`config.mk`:
```
export PLATFORM = sky130hd
export DESIGN_NAME = bhmf_ctrl
export DESIGN_NICKNAME = d
export VERILOG_FILES = /design/src/rtl/bhmf_pkg.sv /design/src/rtl/bhmf_ctrl.sv
export SDC_FILE = /design/constraint.sdc
export NUM_CORES = 1
export LEC_CHECK = 0
export BUFFER_PORTS_ARGS = -buffer_cell sky130_fd_sc_hd__buf_2
export CAP_MARGIN = 20
export CELL_PAD_IN_SITES_DETAIL_PLACEMENT = 0
export CELL_PAD_IN_SITES_GLOBAL_PLACEMENT = 1
export CORE_MARGIN = 2
export CORE_UTILIZATION = 37
export DETAILED_ROUTE_END_ITERATION = 16
export PLACE_DENSITY = 0.78
export RECOVER_POWER = 25
export SLEW_MARGIN = 20
export SYNTH_ARGS = -nofsm -noshare
export SYNTH_HDL_FRONTEND = slang
export SYNTH_SLANG_ARGS = --single-unit
```
`constraint.sdc`:
```
create_clock -name clk_i -period 3.5 [get_ports clk_i]
set_input_delay 0 -clock clk_i [delete_from_list [all_inputs] [get_ports clk_i]]
set_output_delay 0 -clock clk_i [all_outputs]
set_load 0.005 [all_outputs]
```
`src/rtl/bhmf_pkg.sv`:
```
// Shared types and constants for the block hash match finder.
// Field widths, command and status codes, FSM states and the
// controller/datapath command and status words. No dependencies.
package bhmf_pkg;

  localparam int unsigned CMD_W  = 2;
  localparam int unsigned ADDR_W = 12;
  localparam int unsigned BYTE_W = 8;
  localparam int unsigned HASH_W = 32;
  localparam int unsigned TLEN_W = 13;
  localparam int unsigned SLEN_W = 13;
  localparam int unsigned STS_W  = 2;
  localparam int unsigned MBLK_W = 9;
  localparam int unsigned MLEN_W = 13;
  localparam int unsigned MOFF_W = 13;
  localparam int unsigned APB_AW = 3;
  localparam int unsigned APB_DW = 32;

  // register index, taken from paddr[2]
  localparam logic REG_SOURCE_LENGTH = 1'b0;

  typedef enum logic [CMD_W-1:0] {
    CMD_WR_SRC = 2'd0,
    CMD_WR_TGT = 2'd1,
    CMD_ADD    = 2'd2,
    CMD_FIND   = 2'd3
  } bhmf_cmd_e;

  typedef enum logic [STS_W-1:0] {
    STS_DONE     = 2'd0,
    STS_IGNORED  = 2'd1,
    STS_INVALID  = 2'd2,
    STS_NO_MATCH = 2'd3
  } bhmf_status_e;

  typedef enum logic [3:0] {
    S_CLEAR,
    S_IDLE,
    S_ADD_CHK,
    S_ADD_TAIL,
    S_ADD_LINK,
    S_F_HEAD,
    S_F_SCAN,
    S_F_CMP,
    S_F_NEXT,
    S_F_LEFT,
    S_F_RIGHT,
    S_DONE
  } bhmf_state_e;

  typedef enum logic [3:0] {
    OP_NONE,
    OP_CLEAR,
    OP_ACCEPT,
    OP_ADD_CHK,
    OP_ADD_TAIL,
    OP_ADD_LINK,
    OP_HEAD,
    OP_SCAN,
    OP_BLOCK,
    OP_NEXT,
    OP_LEFT,
    OP_RIGHT,
    OP_DONE
  } bhmf_op_e;

  typedef struct packed {
    bhmf_op_e op;
    logic     in_ready;
    logic     accept;
  } bhmf_ctl_t;

  typedef struct packed {
    logic      clr_last;
    bhmf_cmd_e in_cmd;
    logic      add_stop;
    logic      blk_valid;
    logic      cmp_done;
    logic      cmp_full;
    logic      probes_over;
    logic      hits_over;
    logic      out_free;
  } bhmf_sts_t;

endpackage

```
`src/rtl/bhmf_ctrl.sv`:
```
// Sequencer for the match finder: clear pass, add and find walks.
// Depends on bhmf_pkg; drives the datapath through bhmf_ctl_t.
module bhmf_ctrl (
  input  logic                clk_i,
  input  logic                rst_ni,
  input  logic                cfg_we_i,
  input  logic                in_valid_i,
  input  bhmf_pkg::bhmf_sts_t sts_i,
  output bhmf_pkg::bhmf_ctl_t ctl_o
);
  import bhmf_pkg::*;

  bhmf_state_e state_q, state_d;

  always_ff @(posedge clk_i or negedge rst_ni) begin
    if (!rst_ni) begin
      state_q <= S_CLEAR;
    end else begin
      state_q <= state_d;
    end
  end

  always_comb begin
    state_d = state_q;
    case (state_q)
      S_CLEAR: begin
        if (sts_i.clr_last) state_d = S_IDLE;
      end
      S_IDLE: begin
        if (in_valid_i) begin
          case (sts_i.in_cmd)
            CMD_ADD:  state_d = S_ADD_CHK;
            CMD_FIND: state_d = S_F_HEAD;
            default:  state_d = S_DONE;
          endcase
        end
      end
      S_ADD_CHK: state_d = sts_i.add_stop ? S_DONE : S_ADD_TAIL;
      S_ADD_TAIL: state_d = S_ADD_LINK;
      S_ADD_LINK: state_d = S_DONE;
      S_F_HEAD: state_d = S_F_SCAN;
      S_F_SCAN: state_d = sts_i.blk_valid ? S_F_CMP : S_DONE;
      S_F_CMP: begin
        if (sts_i.cmp_done) begin
          if (sts_i.cmp_full) begin
            state_d = sts_i.hits_over ? S_DONE : S_F_LEFT;
          end else begin
            state_d = sts_i.probes_over ? S_DONE : S_F_NEXT;
          end
        end
      end
      S_F_NEXT: state_d = S_F_SCAN;
      S_F_LEFT: begin
        if (sts_i.cmp_done) state_d = S_F_RIGHT;
      end
      S_F_RIGHT: begin
        if (sts_i.cmp_done) state_d = S_F_NEXT;
      end
      S_DONE: begin
        if (sts_i.out_free) state_d = S_IDLE;
      end
      default: state_d = S_CLEAR;
    endcase
    // a length write restarts the clear pass
    if (cfg_we_i) state_d = S_CLEAR;
  end

  always_comb begin
    ctl_o.in_ready = 1'b0;
    ctl_o.accept   = 1'b0;
    case (state_q)
      S_CLEAR:    ctl_o.op = OP_CLEAR;
      S_IDLE: begin
        ctl_o.op       = OP_ACCEPT;
        ctl_o.in_ready = 1'b1;
        ctl_o.accept   = in_valid_i;
      end
      S_ADD_CHK:  ctl_o.op = OP_ADD_CHK;
      S_ADD_TAIL: ctl_o.op = OP_ADD_TAIL;
      S_ADD_LINK: ctl_o.op = OP_ADD_LINK;
      S_F_HEAD:   ctl_o.op = OP_HEAD;
      S_F_SCAN:   ctl_o.op = OP_SCAN;
      S_F_CMP:    ctl_o.op = OP_BLOCK;
      S_F_NEXT:   ctl_o.op = OP_NEXT;
      S_F_LEFT:   ctl_o.op = OP_LEFT;
      S_F_RIGHT:  ctl_o.op = OP_RIGHT;
      S_DONE:     ctl_o.op = OP_DONE;
      default:    ctl_o.op = OP_NONE;
    endcase
  end

endmodule

```
# After elaboration in Yosys (flattened, before gate mapping)

Cells that the tools add are included.

Register bits after elaboration: 4
Logic and storage cells: 39

Equality and inequality tests: 19
Muxes and demuxes: 16
Reductions and logical operators: 3

Operators by type and width:

| cell                                                                   | count |
|---|---|
| 4-bit case mux with 12 select lines                                    | 1 |
| 4-bit case mux with 11 select lines                                    | 1 |
| 4-bit two-way mux                                                      | 9 |
| 3-bit inequality test (second input constant)                          | 6 |
| 4-bit by 3-bit equality test with 1-bit output (second input constant) | 4 |
| 4-bit equality test (second input constant)                            | 4 |
| 4-bit by 2-bit equality test with 1-bit output (second input constant) | 2 |
| 2-bit two-way mux                                                      | 4 |
| 4-bit case mux with 2 select lines                                     | 1 |
| 6-bit AND reduction                                                    | 1 |
| 2-bit equality test (second input constant)                            | 2 |
| 4-bit by 1-bit equality test with 1-bit output (second input constant) | 1 |
| 4-bit zero test                                                        | 1 |
| 2-bit OR reduction                                                     | 1 |

# Logic depth before layout (Yosys ltp)

Word-level depth: 5
Depth in mapped cells: 6

# Worst setup path before layout

Ideal clock, no wire load.

Path kind: reg2reg
Start: register state_q[2]
End: register state_q[3]
Setup time: 0.121 ns
Data arrival time: 1.339 ns
Data required time: 3.379 ns
Path slack: 2.040 ns
Cell stages (with the launch flop): 6
Buffers on the path: 1
Cells stage by stage: dfrtp_1 buf_6 nor2b_1 mux2_2 a211o_1 a22o_1

Word-level cells in the longest chain between the ends: 4
Elaborated cells on any way between the ends: 22
Those cells by class: eq/ne: 17; mux: 2; reduce/logical: 3

Ends and longest elaborated chain:

| element                                                                               | RTL line        | text |
|---|---|---|
| from (decl)                                                                           | bhmf_ctrl.sv:13 | `bhmf_state_e state_q, state_d;` |
| from (signal assigned)                                                                | bhmf_ctrl.sv:19 | `state_q <= state_d;` |
| 4-bit equality test or 4-bit by 3-bit equality test with 1-bit output (tied branches) | bhmf_ctrl.sv:25 | `case (state_q)` |
| 2-bit OR reduction (no source line)                                                   | --              |  |
| 4-bit case mux with 11 select lines                                                   | bhmf_ctrl.sv:25 |  |
| 4-bit two-way mux                                                                     | bhmf_ctrl.sv:65 | `if (cfg_we_i) state_d = S_CLEAR;` |

Several ways; a longest one is shown, not always the timed one.
A chain may end at the register's enable or synchronous reset.

# Final worst setup path

Ends and elaborated chain as after synthesis.

==> run summary <==
The run finished with clean final reports. The buffer depth of the longest clock path came out at 2. The startpoint-to-endpoint class of the critical path is flip-flop to flip-flop.

Averaged over all synthesized cells, the footprint is approximately 9.3 sq um. The number of flops mapped to enable cells by yosys came out at 0. In this run the register-to-register setup slack is between 1.5 and 2 ns. The launching point of the worst reg2reg path is state_q[2]$_DFFE_PN0P_. In the synthesized netlist the dominant register cell turns out to be dfrtp_1. The wire length of the first global-routing pass is ~2.3 mm. The total count of max-transition violations in the final report is 0. The power per unit of standard cell area is about 730 mW/mm^2. In the final layout, flip-flops and latches occupy 100 sq um. The setup skew after layout came out at 0.00352 ns. The worst relative slew slack is roughly three fifths.

The number of antenna violations at the first check in global routing is 0. Setup repair after global routing left no endpoint under its margin. Summed over all instances, the cell type with the most area after synthesis is dfrtp_1.

The most critical setup path has its startpoint at state_q[2]$_DFFE_PN0P_. Across all hold checks on the routed design, the worst slack comes to between 0.1 and 0.15 ns. The register area share after synthesis came out at between 10% and 20%.

The congestion estimate from routability-driven global placement came to roughly 0.80. The maximum frequency from static timing analysis came out at around 570 MHz. The number of endpoints with negative hold slack in the final report came out at 0. The source-to-sink clock delay at the later pin of the worst-skew pair is around 0.24 ns. The quantity of I/O buffers inserted on ports is 19. The share of post-route cells with drive strength above 1 came out at 41.6%. Yosys attributes the largest share of cell area to dfrtp_1 18%, a22o_1 6.3%, mux2_2 6.1%, nand4bb_1 6.1%, a2111oi_4 4.9%. The endpoint arrival time on the critical path came out at between 1.5 and 2 ns. The TritonCTS sink count is 4. Of the available clock period, the critical path in the final layout requires around half. More flip-flops sit in one register than any other, and that register is state_q. The count of filler cells inserted in the layout came out at approximately 150. STA classifies the critical path startpoint as a flip-flop.

The CTS tree is yes. Summed over all nets, the half-perimeter wirelength after detailed placement is around 940 um. The cell count after placement came out at between 80 and 90.

The number of flip-flops under the largest register name is 4. The count of maximum capacitance violations is 0. The shortest clock period the worst path allows after layout came out at between 1.5 and 2 ns. Summed over all failing endpoints, the final setup total negative slack is 0 ns.

The number of H-tree branching levels came out at 1. Summed over all cells, the static leakage comes to roughly 0.00030 uW. The number of iterations in the first detailed-routing pass is 4.

After synthesis, the share of flip-flops with an asynchronous set or reset is 100%. The depth of the worst register-to-register path is 4. The placeable core area is approximately 0.0015 sq mm. The total global-route track usage came out at between 10% and 20%. In the routed layout, each cell is associated on average with a via count of 5.67. The endpoint type of the worst setup path is a flip-flop. The number of instances in the synthesized netlist came out at 60. The net count after synthesis came out at 74.

The endpoint identified for the worst register-to-register timing path is state_q[3]$_DFFE_PN0P_. The setup violation total in the final timing report is 0. The total overflow left after global routing is 0. The number of different library cells used by synthesis comes to 35. The pin slew with the least headroom to its limit came out at roughly 0.62 ns. The post-synth design cell area is 558 sq um.

For this run, the number of Yosys warnings is 0. The maximum vdd ir drop came out at 0.000276 V. The library cell with the highest instance count after synthesis is a21oi_1. After synthesis, the most frequently instantiated cells are 5 x a21oi_1, 4 x a22o_1, 4 x dfrtp_1.

The detail-routed net length per standard cell is about 15 um. In this run the core area contains 14 standard-cell rows. The number of global-route vias before repair was 496. The CTS root buffer is clkbuf_4. The maximum number of pins on one net before global-route repair is 21. Counting flops and latches in the post-synthesis netlist gives 4. Of all nets on the critical path, the largest fanout is 20. The largest registers in the layout are state_q: 4 flops. In this run the worst hold path is classified as input pin to async pin. The die is ~43 um tall.

The count of routing violations after the opening detailed-route iteration came out at 10. The critical path capture point is state_q[3]$_DFFE_PN0P_. The antenna cell count came out at 0. From synthesis to final layout, the design area changed by 18.2%. The detail route stage leaves a number of antenna-violating nets equal to 0. The die is ~43 um wide. TritonCTS created 3 clock buffers.

The area of the die is around 0.0018 sq mm. The initial standard-cell utilization of the core is a little under two fifths. For this block, the via count after detailed routing is ~530. For this design the top-level I/O count stands at 20.

The area occupied by multi-input gates came out at 409 sq um. The count of placed standard cells in the final layout, fillers left out came out at between 90 and 100. The total DRC errors in the routed layout came out at 0. Clock-pin slew was measured on the worst setup and hold paths at 0.04 ns.

The area share of the leading cell type in the synthesized netlist came out at 17.9%. The required time of the worst setup path came out at between 3 and 4 ns. The overall routed net length is between 1 and 1.5 mm.

The final layout net count came out at 93.
==> timing repair <==
action,in CTS,in global routing
gates resized for setup,0,0
hold endpoints to repair,4,0
hold buffers,1,0
buffers inserted,0,0
==> power breakdown <==
part | internal [uW] | switching (uW)
Sequential | 61.7 | 80.4
Clock | 38.4 | 19.5
Combinational | 160 | 120
Total | 260 | 220
==> stage by stage <==
stage / power, uW / util, % / cell area [sq um] / setup WS (ns)
after floorplan: 363 / - / 558 / 2.04
after global placement: 416 / 43.2 / 628 / 1.77
after detailed placement: 421 / 43.2 / 628 / 1.73
after CTS: 483 / 45.4 / 661 / 1.72
after global routing: 525 / 45.4 / 659 / 1.59
final: 480 / 45.4 / 659 / 1.73
==> metal layers <==
layer | track usage (%) | vias to the layer above | routed length, um
met1 | 21.6 | 247 | 612
li1 | - | 267 | -
met2 | 26.7 | 10 | 688
met5 | 0 | - | 0
met4 | 9.38 | 0 | 21
met3 | 2.98 | 3 | 38
==> cell type report <==
type / instances / area share (%)
Clock buffer: 3 / 3.42
Sequential cell: 4 / 15.2
Timing Repair Buffer: 20 / 15.7
Inverter: 1 / 0.569
Tap cell: 16 / 3.04
Multi-Input combinational cell: 49 / 62.0
==> placed cells by master, fill, tap and decap left out, drive strengths merged, types with 2 or more instances in the layout <==
cell type and instances:
buf 18, a31oi 2, mux2 3, o21ba 2, o21ai 3, nand2b 2
nor2 3, a211o 2, a21oi 5, a21boi 2, dfrtp 4, clkbuf 4
nand2 4, nand4bb 3, a22o 4
==> worst max-delay path, cell delays in order (launching register included) <==
cell and delay (ns):
dfrtp_1 0.72, o21ba_1 0.22, mux2_2 0.25, a211o_1 0.29, a22o_1 0.18
==> worst min-delay path by stage <==
| stage | cells past startpoint | startpoint | slack, ns | to |
|---|---|---|---|---|
| floorplan | 0 | rst_ni | -0.30 | state_q[0]$_DFFE_PN0P_ |
| global placement | 1 | rst_ni | -0.19 | state_q[0]$_DFFE_PN0P_ |
| detailed placement | 1 | rst_ni | -0.19 | state_q[0]$_DFFE_PN0P_ |
| CTS | 2 | rst_ni | 0.09 | state_q[2]$_DFFE_PN0P_ |
| global route | 2 | rst_ni | 0.14 | state_q[2]$_DFFE_PN0P_ |
| finish | 2 | rst_ni | 0.12 | state_q[2]$_DFFE_PN0P_ |
==> cell families (layout without fill, tap and decap cells) <==
logic type / Yosys count / after routing / share of synthesized area (%)
multiplexers: 3 / 3 / 6.05
XOR/XNOR: 1 / 1 / 1.57
AO/OA/AOI/OAI: 25 / 25 / 40.1
flip-flops: 4 / 4 / 17.9
AND/OR/NAND/NOR: 20 / 20 / 25.6
buffers and inverters: 7 / 24 / 8.74
(Power assumes the default switching activity.)
